`src/hdl/mmpc_pkg.sv`:
```
// ----------------------------------------------------------------------------
// mmpc_pkg: shared types and constants
// Types, codes and helper functions used by the motor PWM command controller.
// ----------------------------------------------------------------------------
package mmpc_pkg;

    // sizes
    localparam int MOTOR_COUNT = 8;
    localparam int ZONE_COUNT  = 4;
    localparam int DUTY_LANES  = 8;
    localparam int PHASE_W     = 2;

    // level and duty constants
    localparam int LEVEL_MAX          = 100;
    localparam int DUTY_FULL          = 255;
    localparam int WAVE_LEVEL_DEFAULT = 60;
    localparam int MS_PER_MIN         = 60000;

    // x / 99 as (x * RECIP_99) >> RECIP_SHIFT, exact for x below 2**15
    localparam int RECIP_99    = 21184;
    localparam int RECIP_SHIFT = 21;

    // register reset values
    localparam logic [7:0]  RST_OWN_BED_ID       = 8'd1;
    localparam logic [7:0]  RST_DUTY_FLOOR_SMALL = 8'd60;
    localparam logic [7:0]  RST_DUTY_FLOOR_BIG   = 8'd165;
    localparam logic [7:0]  RST_BIG_MOTOR_MASK   = 8'd61;
    localparam logic [15:0] RST_ZONE_MAP         = 16'd64080;
    localparam logic [7:0]  RST_KICK_MS          = 8'd60;
    localparam logic [15:0] RST_WAVE_STEP_MS     = 16'd1500;

    typedef logic [6:0] level_t;
    typedef logic [7:0] duty_t;

    // command codes
    typedef enum logic [7:0] {
        CMD_OFF       = 8'd0,
        CMD_ALL       = 8'd1,
        CMD_SET_ZONE  = 8'd2,
        CMD_SET_MOTOR = 8'd3,
        CMD_WAVE      = 8'd4,
        CMD_SESSION   = 8'd5
    } cmd_t;

    // register indexes
    typedef enum logic [2:0] {
        REG_OWN_BED_ID       = 3'd0,
        REG_DUTY_FLOOR_SMALL = 3'd1,
        REG_DUTY_FLOOR_BIG   = 3'd2,
        REG_BIG_MOTOR_MASK   = 3'd3,
        REG_ZONE_MAP         = 3'd4,
        REG_KICK_MS          = 3'd5,
        REG_WAVE_STEP_MS     = 3'd6
    } reg_idx_t;

    typedef struct packed {
        logic [7:0]  own_bed_id;
        logic [7:0]  duty_floor_small;
        logic [7:0]  duty_floor_big;
        logic [7:0]  big_motor_mask;
        logic [15:0] zone_map;
        logic [7:0]  kick_ms;
        logic [15:0] wave_step_ms;
    } cfg_t;

    typedef struct packed {
        level_t     level;
        logic [7:0] kick;
    } motor_t;

    typedef struct packed {
        logic wave_running;
        logic session_armed;
        logic message_taken;
    } status_t;

    // apply a new level to one motor, handling the start kick
    function automatic motor_t set_motor(motor_t cur, logic [7:0] lvl_in,
                                         logic [7:0] mn, logic [7:0] kick_ms);
        level_t lv;
        logic   d_zero;
        logic   d_full;
        motor_t res;
        lv     = (lvl_in > 8'(LEVEL_MAX)) ? 7'(LEVEL_MAX) : lvl_in[6:0];
        d_zero = (lv == 7'd0) || ((mn == 8'd0) && (lv == 7'd1));
        d_full = (lv == 7'(LEVEL_MAX)) || (mn == 8'(DUTY_FULL));
        res.level = lv;
        res.kick  = cur.kick;
        if (d_zero)
        begin
            res.kick = 8'd0;
        end
        else if ((cur.level == 7'd0) && !d_full)
        begin
            res.kick = kick_ms;
        end
        return res;
    endfunction

endpackage

```
`src/hdl/multi_motor_pwm_command_controller.sv`:
```
// ----------------------------------------------------------------------------
// multi_motor_pwm_command_controller: eight-motor PWM command controller
// Takes command messages and millisecond ticks and returns the duty of
// every motor plus wave, timer and message status after each item.
// ----------------------------------------------------------------------------
//
//  channel   direction  handshake           contents
//  s_*       in         s_tvalid/s_tready   command message or tick
//  m_*       out        m_tvalid/m_tready   eight duties and status flags
//  apb       in/out     psel/penable        seven configuration registers
//
//  one item accepted per cycle while the result register is free; three
//  register stages (state update, span product, divide by 99 through a
//  reciprocal multiply) carry its result into the output register in turn
//  the three stages advance together whenever the result register is empty
//  or being taken; a stall on m_tready holds the whole pipeline
//  reset clears valid flags and control state at once; no clearing pass
//
module multi_motor_pwm_command_controller
(
    input  logic        clk,
    input  logic        rst_n,

    // input items
    input  logic        s_tvalid,
    output logic        s_tready,
    input  logic [31:0] s_tdata,   // bed_id, command, target, value
    input  logic        s_tuser,   // req_type

    // result items
    output logic        m_tvalid,
    input  logic        m_tready,
    output logic [71:0] m_tdata,   // duty_motor0..duty_motor7, wave_running,
                                   // session_armed, message_taken, zero fill

    // configuration
    input  logic        psel,
    input  logic        penable,
    input  logic        pwrite,
    input  logic [4:0]  paddr,
    input  logic [31:0] pwdata,
    output logic [31:0] prdata,
    output logic        pready
);

    mmpc_pkg::cfg_t                                cfg;
    mmpc_pkg::motor_t [mmpc_pkg::MOTOR_COUNT-1:0]  motors;
    mmpc_pkg::status_t                             status;
    mmpc_pkg::status_t                             out_status;
    mmpc_pkg::duty_t  [mmpc_pkg::DUTY_LANES-1:0]   duty;
    logic                                          item_valid;
    logic                                          out_valid;
    logic                                          advance;
    logic                                          accept;

    // pipeline moves when the result register is free
    assign advance  = !out_valid || m_tready;
    assign s_tready = advance;
    assign accept   = s_tvalid && advance;

    mmpc_cfg_regs u_cfg
    (
        .clk     (clk),
        .rst_n   (rst_n),
        .psel    (psel),
        .penable (penable),
        .pwrite  (pwrite),
        .paddr   (paddr),
        .pwdata  (pwdata),
        .prdata  (prdata),
        .pready  (pready),
        .cfg     (cfg)
    );

    mmpc_state_update u_state
    (
        .clk        (clk),
        .rst_n      (rst_n),
        .cfg        (cfg),
        .advance    (advance),
        .accept     (accept),
        .req_type   (s_tuser),
        .bed_id     (s_tdata[7:0]),
        .command    (s_tdata[15:8]),
        .target     (s_tdata[23:16]),
        .value      (s_tdata[31:24]),
        .motors     (motors),
        .status     (status),
        .item_valid (item_valid)
    );

    mmpc_duty_map u_duty
    (
        .clk        (clk),
        .rst_n      (rst_n),
        .advance    (advance),
        .cfg        (cfg),
        .item_valid (item_valid),
        .motors     (motors),
        .status     (status),
        .out_valid  (out_valid),
        .duty       (duty),
        .out_status (out_status)
    );

    // result transfer
    assign m_tvalid = out_valid;
    assign m_tdata  = {5'd0,
                       out_status.message_taken,
                       out_status.session_armed,
                       out_status.wave_running,
                       duty};

endmodule

```
`src/hdl/mmpc_cfg_regs.sv`:
```
// ----------------------------------------------------------------------------
// mmpc_cfg_regs: configuration register file
// APB-style write and read access to the seven controller registers.
// ----------------------------------------------------------------------------
module mmpc_cfg_regs
(
    input  logic                clk,
    input  logic                rst_n,
    input  logic                psel,
    input  logic                penable,
    input  logic                pwrite,
    input  logic [4:0]          paddr,
    input  logic [31:0]         pwdata,
    output logic [31:0]         prdata,
    output logic                pready,
    output mmpc_pkg::cfg_t      cfg
);

    mmpc_pkg::cfg_t     cfg_reg;
    mmpc_pkg::reg_idx_t idx;
    logic               wr_en;

    assign pready = 1'b1;
    assign idx    = mmpc_pkg::reg_idx_t'(paddr[4:2]);
    assign wr_en  = psel && penable && pwrite && pready;
    assign cfg    = cfg_reg;

    // register writes
    always_ff @(posedge clk or negedge rst_n)
    begin
        if (!rst_n)
        begin
            cfg_reg.own_bed_id       <= mmpc_pkg::RST_OWN_BED_ID;
            cfg_reg.duty_floor_small <= mmpc_pkg::RST_DUTY_FLOOR_SMALL;
            cfg_reg.duty_floor_big   <= mmpc_pkg::RST_DUTY_FLOOR_BIG;
            cfg_reg.big_motor_mask   <= mmpc_pkg::RST_BIG_MOTOR_MASK;
            cfg_reg.zone_map         <= mmpc_pkg::RST_ZONE_MAP;
            cfg_reg.kick_ms          <= mmpc_pkg::RST_KICK_MS;
            cfg_reg.wave_step_ms     <= mmpc_pkg::RST_WAVE_STEP_MS;
        end
        else if (wr_en)
        begin
            unique case (idx)
                mmpc_pkg::REG_OWN_BED_ID:       cfg_reg.own_bed_id       <= pwdata[7:0];
                mmpc_pkg::REG_DUTY_FLOOR_SMALL: cfg_reg.duty_floor_small <= pwdata[7:0];
                mmpc_pkg::REG_DUTY_FLOOR_BIG:   cfg_reg.duty_floor_big   <= pwdata[7:0];
                mmpc_pkg::REG_BIG_MOTOR_MASK:   cfg_reg.big_motor_mask   <= pwdata[7:0];
                mmpc_pkg::REG_ZONE_MAP:         cfg_reg.zone_map         <= pwdata[15:0];
                mmpc_pkg::REG_KICK_MS:          cfg_reg.kick_ms          <= pwdata[7:0];
                mmpc_pkg::REG_WAVE_STEP_MS:     cfg_reg.wave_step_ms     <= pwdata[15:0];
                default: ;
            endcase
        end
    end

    // read mux
    always_comb
    begin
        unique case (idx)
            mmpc_pkg::REG_OWN_BED_ID:       prdata = {24'd0, cfg_reg.own_bed_id};
            mmpc_pkg::REG_DUTY_FLOOR_SMALL: prdata = {24'd0, cfg_reg.duty_floor_small};
            mmpc_pkg::REG_DUTY_FLOOR_BIG:   prdata = {24'd0, cfg_reg.duty_floor_big};
            mmpc_pkg::REG_BIG_MOTOR_MASK:   prdata = {24'd0, cfg_reg.big_motor_mask};
            mmpc_pkg::REG_ZONE_MAP:         prdata = {16'd0, cfg_reg.zone_map};
            mmpc_pkg::REG_KICK_MS:          prdata = {24'd0, cfg_reg.kick_ms};
            mmpc_pkg::REG_WAVE_STEP_MS:     prdata = {16'd0, cfg_reg.wave_step_ms};
            default:                        prdata = 32'd0;
        endcase
    end

endmodule

```
`src/hdl/mmpc_state_update.sv`:
```
// ----------------------------------------------------------------------------
// mmpc_state_update: command and tick state update
// Decodes one item per cycle while the pipeline advances and updates motor levels,
// kick counters, the wave preset and the session timer in a single registered pass.
// ----------------------------------------------------------------------------
module mmpc_state_update
(
    input  logic                                          clk,
    input  logic                                          rst_n,
    input  mmpc_pkg::cfg_t                                cfg,
    input  logic                                          advance,
    input  logic                                          accept,
    input  logic                                          req_type,
    input  logic [7:0]                                    bed_id,
    input  logic [7:0]                                    command,
    input  logic [7:0]                                    target,
    input  logic [7:0]                                    value,
    output mmpc_pkg::motor_t [mmpc_pkg::MOTOR_COUNT-1:0]  motors,
    output mmpc_pkg::status_t                             status,
    output logic                                          item_valid
);

    mmpc_pkg::motor_t [mmpc_pkg::MOTOR_COUNT-1:0] motor_reg;
    mmpc_pkg::motor_t [mmpc_pkg::MOTOR_COUNT-1:0] motor_next;
    logic                          wave_active_reg, wave_active_next;
    logic [mmpc_pkg::PHASE_W-1:0]  wave_phase_reg, wave_phase_next;
    logic [7:0]                    wave_level_reg, wave_level_next;
    logic [15:0]                   wave_countdown_reg, wave_countdown_next;
    logic                          timer_active_reg, timer_active_next;
    logic [23:0]                   timer_remaining_reg, timer_remaining_next;
    logic                          taken_reg, taken_next;
    logic                          item_valid_reg;

    logic [7:0] mn     [mmpc_pkg::MOTOR_COUNT];
    logic [1:0] zone   [mmpc_pkg::MOTOR_COUNT];

    // per motor minimum duty and zone
    always_comb
    begin
        for (int m = 0; m < mmpc_pkg::MOTOR_COUNT; m++)
        begin
            mn[m]   = cfg.big_motor_mask[m] ? cfg.duty_floor_big : cfg.duty_floor_small;
            zone[m] = cfg.zone_map[2*m +: 2];
        end
    end

    // next state for one item
    always_comb
    begin
        motor_next           = motor_reg;
        wave_active_next     = wave_active_reg;
        wave_phase_next      = wave_phase_reg;
        wave_level_next      = wave_level_reg;
        wave_countdown_next  = wave_countdown_reg;
        timer_active_next    = timer_active_reg;
        timer_remaining_next = timer_remaining_reg;
        taken_next           = 1'b0;

        if (accept && !req_type)
        begin
            // command message
            if ((bed_id == cfg.own_bed_id) || (bed_id == 8'd0))
            begin
                taken_next = 1'b1;
                case (mmpc_pkg::cmd_t'(command))
                    mmpc_pkg::CMD_OFF:
                    begin
                        wave_active_next     = 1'b0;
                        timer_active_next    = 1'b0;
                        timer_remaining_next = 24'd0;
                        for (int m = 0; m < mmpc_pkg::MOTOR_COUNT; m++)
                        begin
                            motor_next[m] = mmpc_pkg::set_motor(motor_next[m], 8'd0,
                                                                mn[m], cfg.kick_ms);
                        end
                    end
                    mmpc_pkg::CMD_ALL:
                    begin
                        wave_active_next = 1'b0;
                        for (int m = 0; m < mmpc_pkg::MOTOR_COUNT; m++)
                        begin
                            motor_next[m] = mmpc_pkg::set_motor(motor_next[m], value,
                                                                mn[m], cfg.kick_ms);
                        end
                    end
                    mmpc_pkg::CMD_SET_ZONE:
                    begin
                        wave_active_next = 1'b0;
                        for (int m = 0; m < mmpc_pkg::MOTOR_COUNT; m++)
                        begin
                            if ({6'd0, zone[m]} == target)
                            begin
                                motor_next[m] = mmpc_pkg::set_motor(motor_next[m], value,
                                                                    mn[m], cfg.kick_ms);
                            end
                        end
                    end
                    mmpc_pkg::CMD_SET_MOTOR:
                    begin
                        wave_active_next = 1'b0;
                        for (int m = 0; m < mmpc_pkg::MOTOR_COUNT; m++)
                        begin
                            if (target == 8'(m))
                            begin
                                motor_next[m] = mmpc_pkg::set_motor(motor_next[m], value,
                                                                    mn[m], cfg.kick_ms);
                            end
                        end
                    end
                    mmpc_pkg::CMD_WAVE:
                    begin
                        if (target == 8'd0)
                        begin
                            wave_active_next    = 1'b1;
                            wave_phase_next     = '0;
                            wave_level_next     = (value != 8'd0) ? value
                                                  : 8'(mmpc_pkg::WAVE_LEVEL_DEFAULT);
                            wave_countdown_next = 16'd0;
                        end
                    end
                    mmpc_pkg::CMD_SESSION:
                    begin
                        timer_active_next    = 1'b1;
                        timer_remaining_next = 24'(value) * 24'(mmpc_pkg::MS_PER_MIN);
                    end
                    default: ;
                endcase
            end
        end
        else if (accept)
        begin
            // millisecond tick: kick counters run down first
            for (int m = 0; m < mmpc_pkg::MOTOR_COUNT; m++)
            begin
                if (motor_next[m].kick != 8'd0)
                begin
                    motor_next[m].kick = motor_next[m].kick - 8'd1;
                end
            end

            // session timer
            if (timer_active_reg)
            begin
                if (timer_remaining_reg == 24'd0)
                begin
                    timer_active_next = 1'b0;
                    wave_active_next  = 1'b0;
                    for (int m = 0; m < mmpc_pkg::MOTOR_COUNT; m++)
                    begin
                        motor_next[m] = mmpc_pkg::set_motor(motor_next[m], 8'd0,
                                                            mn[m], cfg.kick_ms);
                    end
                end
                else
                begin
                    timer_remaining_next = timer_remaining_reg - 24'd1;
                end
            end

            // wave preset step
            if (wave_active_next)
            begin
                if (wave_countdown_reg == 16'd0)
                begin
                    for (int m = 0; m < mmpc_pkg::MOTOR_COUNT; m++)
                    begin
                        if ({1'b0, zone[m]} < 3'(mmpc_pkg::ZONE_COUNT))
                        begin
                            motor_next[m] = mmpc_pkg::set_motor(
                                motor_next[m],
                                (zone[m] == wave_phase_reg) ? wave_level_reg
                                                            : {2'd0, wave_level_reg[7:2]},
                                mn[m], cfg.kick_ms);
                        end
                    end
                    if ({1'b0, wave_phase_reg} == 3'(mmpc_pkg::ZONE_COUNT - 1))
                    begin
                        wave_phase_next = '0;
                    end
                    else
                    begin
                        wave_phase_next = wave_phase_reg + 2'd1;
                    end
                    wave_countdown_next = (cfg.wave_step_ms != 16'd0)
                                          ? cfg.wave_step_ms - 16'd1 : 16'd0;
                end
                else
                begin
                    wave_countdown_next = wave_countdown_reg - 16'd1;
                end
            end
        end
    end

    // state registers
    always_ff @(posedge clk or negedge rst_n)
    begin
        if (!rst_n)
        begin
            motor_reg           <= '0;
            wave_active_reg     <= 1'b0;
            wave_phase_reg      <= '0;
            wave_level_reg      <= 8'(mmpc_pkg::WAVE_LEVEL_DEFAULT);
            wave_countdown_reg  <= 16'd0;
            timer_active_reg    <= 1'b0;
            timer_remaining_reg <= 24'd0;
            taken_reg           <= 1'b0;
            item_valid_reg      <= 1'b0;
        end
        else
        begin
            motor_reg           <= motor_next;
            wave_active_reg     <= wave_active_next;
            wave_phase_reg      <= wave_phase_next;
            wave_level_reg      <= wave_level_next;
            wave_countdown_reg  <= wave_countdown_next;
            timer_active_reg    <= timer_active_next;
            timer_remaining_reg <= timer_remaining_next;
            if (advance)
            begin
                taken_reg      <= taken_next;
                item_valid_reg <= accept;
            end
        end
    end

    assign motors               = motor_reg;
    assign status.wave_running  = wave_active_reg;
    assign status.session_armed = timer_active_reg;
    assign status.message_taken = taken_reg;
    assign item_valid           = item_valid_reg;

endmodule

```
`src/hdl/mmpc_duty_map.sv`:
```
// ----------------------------------------------------------------------------
// mmpc_duty_map: level to duty mapping and result register
// Two registered stages: span product, then divide by 99 through a
// reciprocal multiply, kick override and the result register.
// ----------------------------------------------------------------------------
module mmpc_duty_map
(
    input  logic                                          clk,
    input  logic                                          rst_n,
    input  logic                                          advance,
    input  mmpc_pkg::cfg_t                                cfg,
    input  logic                                          item_valid,
    input  mmpc_pkg::motor_t [mmpc_pkg::MOTOR_COUNT-1:0]  motors,
    input  mmpc_pkg::status_t                             status,
    output logic                                          out_valid,
    output mmpc_pkg::duty_t [mmpc_pkg::DUTY_LANES-1:0]    duty,
    output mmpc_pkg::status_t                             out_status
);

    logic              s2_valid_reg;
    mmpc_pkg::status_t s2_status_reg;
    logic              out_valid_reg;
    mmpc_pkg::status_t out_status_reg;

    // pipeline valid and status
    always_ff @(posedge clk or negedge rst_n)
    begin
        if (!rst_n)
        begin
            s2_valid_reg  <= 1'b0;
            out_valid_reg <= 1'b0;
        end
        else if (advance)
        begin
            s2_valid_reg  <= item_valid;
            out_valid_reg <= s2_valid_reg;
        end
    end

    always_ff @(posedge clk)
    begin
        if (advance)
        begin
            s2_status_reg  <= status;
            out_status_reg <= s2_status_reg;
        end
    end

    // one mapper per motor lane
    for (genvar g = 0; g < mmpc_pkg::DUTY_LANES; g++)
    begin : g_lane
        if (g < mmpc_pkg::MOTOR_COUNT)
        begin : g_motor
            logic [7:0]  mn;
            logic [7:0]  span;
            logic [6:0]  step;
            logic [14:0] prod;
            logic [14:0] prod_reg;
            logic [7:0]  base_reg;
            logic        kick_on_reg;
            logic        off_reg;
            logic [29:0] scaled;
            logic [8:0]  sum;
            logic [7:0]  duty_reg;
            logic [7:0]  duty_next;

            // stage 2: (255 - min) * (level - 1)
            assign mn   = cfg.big_motor_mask[g] ? cfg.duty_floor_big : cfg.duty_floor_small;
            assign span = 8'(mmpc_pkg::DUTY_FULL) - mn;
            assign step = motors[g].level - 7'd1;
            assign prod = {7'd0, span} * {8'd0, step};

            always_ff @(posedge clk)
            begin
                if (advance)
                begin
                    prod_reg    <= prod;
                    base_reg    <= mn;
                    kick_on_reg <= (motors[g].kick != 8'd0);
                    off_reg     <= (motors[g].level == 7'd0);
                end
            end

            // stage 3: divide by 99 and add the minimum
            assign scaled = {15'd0, prod_reg} * 30'(mmpc_pkg::RECIP_99);
            assign sum    = {1'b0, base_reg}
                            + {1'b0, scaled[mmpc_pkg::RECIP_SHIFT +: 8]};

            always_comb
            begin
                if (kick_on_reg)
                begin
                    duty_next = 8'(mmpc_pkg::DUTY_FULL);
                end
                else if (off_reg)
                begin
                    duty_next = 8'd0;
                end
                else
                begin
                    duty_next = sum[7:0];
                end
            end

            always_ff @(posedge clk)
            begin
                if (advance)
                begin
                    duty_reg <= duty_next;
                end
            end

            assign duty[g] = duty_reg;
        end
        else
        begin : g_unused
            assign duty[g] = 8'd0;
        end
    end

    assign out_valid  = out_valid_reg;
    assign out_status = out_status_reg;

endmodule
```
`config.mk`:
```
export PLATFORM = sky130hd
export DESIGN_NAME = multi_motor_pwm_command_controller
export DESIGN_NICKNAME = d
export VERILOG_FILES = /design/src/hdl/mmpc_pkg.sv /design/src/hdl/multi_motor_pwm_command_controller.sv /design/src/hdl/mmpc_cfg_regs.sv /design/src/hdl/mmpc_state_update.sv /design/src/hdl/mmpc_duty_map.sv
export SDC_FILE = /design/constraint.sdc
export NUM_CORES = 2
export LEC_CHECK = 0
export BUFFER_PORTS_ARGS = -buffer_cell sky130_fd_sc_hd__buf_2
export CORE_ASPECT_RATIO = 0.5
export CORE_MARGIN = 2
export CORE_UTILIZATION = 39
export CTS_CLUSTER_SIZE = 25
export DETAILED_ROUTE_END_ITERATION = 6
export HOLD_SLACK_MARGIN = 0.02
export PLACE_DENSITY = 0.64
export SYNTH_ARGS = -nofsm -noshare
export SYNTH_HDL_FRONTEND = slang
export SYNTH_SLANG_ARGS = --single-unit
```
`constraint.sdc`:
```
create_clock -name clk -period 26.1 [get_ports clk]
set_clock_uncertainty 0.05 [all_clocks]
set_input_delay 2.61 -clock clk [delete_from_list [all_inputs] [get_ports clk]]
set_output_delay 2.61 -clock clk [all_outputs]
set_load 0.05 [all_outputs]
```
# ---- Yosys cells after proc, flatten, opt, wreduce, memory -nomap -nowiden
# Index checks and enable logic that the tools add are counted.
dict set report classes {
  n_addsub 36
  mul 17
  magnitude_cmp 9
  n_reduce_logical 163
  muxes 140
  eq_ne 86
}
# cell count
set ops {}
lappend ops {{2-to-1 mux 120 bit} 9}
lappend ops {{2-to-1 mux 8 bit} 65}
lappend ops {{case mux 120 bit (4 select lines)} 1}
lappend ops {{2-to-1 mux 15 bit} 16}
lappend ops {{multiplier 15 x 9 -> 23 bit, second input constant} 8}
lappend ops {{zero test 7 bit} 25}
lappend ops {{2-to-1 mux 16 bit} 8}
lappend ops {{multiplier 8 x 7 -> 15 bit} 8}
lappend ops {{2-to-1 mux 24 bit} 5}
lappend ops {{case mux 16 bit (7 select lines)} 1}
lappend ops {{zero test 8 bit} 11}
lappend ops {{> comparator 8 x 7 -> 1 bit, second input constant} 9}
lappend ops {{nonzero test 8 bit} 9}
lappend ops {{adder 8 bit} 8}
lappend ops {{equality test 2 x 8 -> 1 bit} 8}
lappend ops {{equality test 8 bit, second input constant} 8}
lappend ops {{subtractor 8 x 1 -> 8 bit, second input constant} 8}
lappend ops {{subtractor 8 bit, first input constant} 8}
lappend ops {{equality test 7 x 1 -> 1 bit, second input constant} 9}
lappend ops {{equality test 7 bit, second input constant} 9}
lappend ops {{2-to-1 mux 7 bit} 9}
lappend ops {{!= test 3 bit, second input constant} 19}
lappend ops {{subtractor 7 x 1 -> 7 bit, second input constant} 8}
lappend ops {{AND reduction 5 bit} 10}
lappend ops {{33 further kinds} 172}
dict set report word_totals {
  reg_bits 518
  inputBits 77
  out_inout_bits 107
  wordCells 530
}

# ---- Depth between registers and ports, before layout
dict set report depth {
  depth_word 14
  ltp_mapped 26
  depth_no_buf 26
}

# ---- Hierarchy
# A second synthesis with hierarchy kept.
dict set report unflattened {
  cells_unflattened 6606
  area_unflattened_um2 63753.6
}
# mod area_each_um2 cells_per_inst instances seq_area_each_um2
set by_module_without_submodules {}
lappend by_module_without_submodules {mmpc_duty_map 44111.1 4405 1 8157.8}
lappend by_module_without_submodules {mmpc_state_update 15906.5 1924 1 4359.2}
lappend by_module_without_submodules {mmpc_cfg_regs 3672.3 269 1 1843.0}
lappend by_module_without_submodules {multi_motor_pwm_command_controller 63.8 8 1 0.0}

# ---- Worst setup path before layout
# No wires, ideal clock.
dict set report synth_path {
  path_kind {input to register}
  start {input port m_tready}
  end {register u_state.wave_countdown_reg[15]}
  cell_stages 10
  setup_slack_ns 12.715
  required_ns 25.971
  n_path_buf 2
  setup_ns 0.079
  t_arrival_ns 13.256
  cell_sequence {nand2b_1 -> clkbuf_1 -> nand2_1 -> nor2_1 -> and2_1 -> nand2_1 -> a21o_1 -> clkbuf_1 -> nor3_1 -> a2bb2oi_1}
}
dict set report synth_between {
  elab_chain_cells 5
  word_cells_on_any_way 10
  cone_classes {eq/ne: 3; mux: 1; reduce/logical: 6}
}
# item line_no
set synth_rtl {}
lappend synth_rtl {{start: declaration} multi_motor_pwm_command_controller.sv:32} ;# input logic m_tready,
lappend synth_rtl {{logical OR 1 bit (*)} multi_motor_pwm_command_controller.sv:57} ;# assign advance = !out_valid || m_tready;
lappend synth_rtl {{named net s_tready} multi_motor_pwm_command_controller.sv:26} ;# output logic s_tready,
lappend synth_rtl {{logical AND 1 bit (*)} multi_motor_pwm_command_controller.sv:59} ;# assign accept = s_tvalid && advance;
lappend synth_rtl {{logical AND 1 bit} mmpc_state_update.sv:59} ;# if (accept && !req_type)
lappend synth_rtl {{!= test 2 bit (no line) / nonzero test 2 bit (equally long branches)} -}
lappend synth_rtl {{AND reduction 5 bit (no line)} -}
lappend synth_rtl {{end signal: assignment} mmpc_state_update.sv:216} ;# wave_countdown_reg <= wave_countdown_next;
lappend synth_rtl {{end: declaration} mmpc_state_update.sv:28} ;# logic [15:0] wave_countdown_reg, wave_countdown_next;
# The timed path passes the listed nets; every way through them passes the cells marked *.
# A chain may end at the register's enable or synchronous reset.

# ---- Worst setup path after layout
dict set report layout_path {
  start {input port paddr[3]}
  end {output port prdata[5]}
}
dict set report layout_between {
  elab_chain_cells 2
  word_cells_on_any_way 8
  cone_classes {eq/ne: 6; mux: 1; reduce/logical: 1}
}
# item line_no
set layout_rtl {}
lappend layout_rtl {{start: declaration} multi_motor_pwm_command_controller.sv:40} ;# input logic [4:0] paddr,
lappend layout_rtl {{equality test 3 bit, or another cell as far along} mmpc_cfg_regs.sv:59} ;# unique case (idx)
lappend layout_rtl {{case mux 16 bit (7 select lines) (*)} mmpc_cfg_regs.sv:59}
lappend layout_rtl {{end: declaration} multi_motor_pwm_command_controller.sv:42} ;# output logic [31:0] prdata,
# Every way passes the cells marked *; elsewhere a longest branch is shown, timed or not.

==> results.ini <==
[status]
status=finished, violations left
failed_checks=DRC

[routing]
via_count=46657
drtIter0Drc=3173
dr.pass1.iters=7
drt_wl_total_mm=154
wl_per_cell_um=17.3
via_per_inst=5.23
ant_nets=0
drc=3

[critical_path]
regToRegSetupSlack_ps=19260
startpoint_type=primary input
critical_path_class=primary input to primary output
cp-startpoint=paddr[3]
critPathArrivalTime_ps=4560
worstPathRequired_ps=23440
crit_fanout=26
reg2reg_depth=23
r2r-end=u_duty.g_lane[4].g_motor.duty_reg[7]
rr_startpoint=u_duty.g_lane[4].g_motor.prod_reg[1]
endpoint_kind=primary output

[clocking]
ctsResizeCount=0
clock_latency_ps=710
h-tree-depth=2
cts_max_path_buffers=3
post-cts-setup-buffers=0
cts_buffers=59
cts.sinks=518
path_clk_slew_ps=60
cts_hold_buf=0
cts_root_buf=clkbuf_16
cts_tree=built

[flow_run]
drv_cap=0

[finish]
n_fill_cell=15697
drive_above_1_share_pct=8.86
layout_commonest_cell=inv_1
final_cell_mix=inv_1 (1098), ha_1 (1025), nor2_1 (611)
finalNetCount=8301
area_delta_synth_final_pct=8.01

[sta]
final_max_slew_viol_count=0
fin_crit_ps=7220
rsz0062_at_grt=no
timing_hold_violations_final=0
final.period_utilization_pct=27.7
clock.fmax_mhz=138
setup_tns_ps=0
max-slew-margin-rel_pct=5.45
finalSetupViolations=0
worstMarginPinSlew_ps=1410

[yosys]
syn-cell-area_mm2=0.0628
ys.flop_type=edfxtp_1
yosys_warnings=0
synth.top_cell.area_share_pct=20.4
synth_top_area_cell=ha_1
netlist_instances=6612
syn_avg_cell_area_um2=9.49
synth-seq-cells=518
yosys-top-cells-area=ha_1 (20%), fa_1 (16%), edfxtp_1 (13%)
ys_seq_area_share_pct=22.9
synth_edf_count=270
synthArstFlopShare_pct=47.9
ys_types=100

[floorplan]
dieArea_mm2=0.164
die_x_um=571
ios=184
coreArea_mm2=0.160
initial_core_util_pct=39.1
fp.dieH_um=288
rows=104

[placement]
globalplace.congestion=0.959
dpl.hpwl_mm=119
portBuffers=143

[global_routing]
grtUsageTotal_pct=19.0
gr-total-overflow=0
grt_max_degree=150
grt_pass1_vias=46957
antenna_found_initial=13
grt_pass1_wl_mm=253

[worst_hold_path]
hold_class=flop to flop
min_path_cells=0
holdPathEnd=u_duty.out_status[2]
min_from=u_duty.s2_status_reg[2]

==> through the flow <==
| stage | util [%] | setup WS [ps] | hold WS, ps | std cells | instance area, um^2 |
|---|---|---|---|---|---|
| floorplan | - | 12710 | 350 | 6632 | 62800 |
| global placement | 41.1 | 18900 | 368 | 8801 | 65800 |
| detailed placement | 41.1 | 18870 | 371 | 8801 | 65800 |
| CTS | 42.3 | 18890 | 387 | 8912 | 67800 |
| global route | 42.3 | 18750 | 400 | 8916 | 67800 |
| finish | 42.3 | 18880 | 380 | 8917 | 67800 |
==> layout make-up <==
class	instances	area [um^2]	area share, %
multi-input combinational	4825	43600	64.3
clock buffer	80	1650	2.43
inverter	1099	4130	6.09
sequential	518	14400	21.2
antenna	5	12.5	0.0185
tap	2173	2720	4.01
timing repair buffer	186	1060	1.57
clock inverter	31	289	0.426
==> layer usage <==
layer / vias to the layer above / share of wire (%) / track usage (%)
li1: 22471 / - / -
met4: 2 / 3.2 / 5.64
met3: 302 / 6.2 / 2.84
met5: - / 0.0078 / 0
met2: 1161 / 45 / 31.2
met1: 22721 / 45 / 25.8
==> cells by family (layout without fill, tap and decap cells) <==
kind of cell	count (synthesis)	count (layout)	synth area share (%)
and+or+nand+nor	1680	1680	13.0
AOI/OAI and AO/OA	980	980	10.2
muxes	243	243	4.25
other	2	27	0.0120
DFF	518	518	22.9
buffers and inverters	1289	1396	7.89
adders and majority gates	1535	1535	36.7
xor gates and xnor gates	365	365	5.09
==> worst max path at each step <==
stage | depth (start not counted) | to | slack (ps)
after floorplan | 10 | u_state.wave_countdown_reg[15] | 12710
after global placement | 6 | prdata[5] | 18900
after detailed placement | 6 | prdata[5] | 18870
after CTS | 6 | prdata[5] | 18890
after global routing | 6 | prdata[5] | 18750
final | 6 | prdata[5] | 18880
==> Yosys cell counts (all sizes together), types with 32 or more instances <==
master,n
o21ai,249
nor2b,56
and3,34
xnor2,268
o21a,43
fa,510
buf,52
nand2b,85
a21oi,238
a22o,39
nand3,90
xor2,97
or3,70
edfxtp,270
a31oi,42
ha,1025
inv,1098
mux2,155
or2,83
nand2,305
and2,32
a21o,96
nor4,43
nor3,160
mux2i,85
dfrtp,211
nor2,614
clkbuf,138
dfstp,37
==> critical path, stage by stage <==
cell and delay (ps):
buf_2 550, inv_1 220, nor2_1 350, a22oi_1 170
o21ai_0 310, buf_2 330
Power is not shown: default switching activity piles up to over one toggle a cycle in this logic, so the estimate is an artifact.
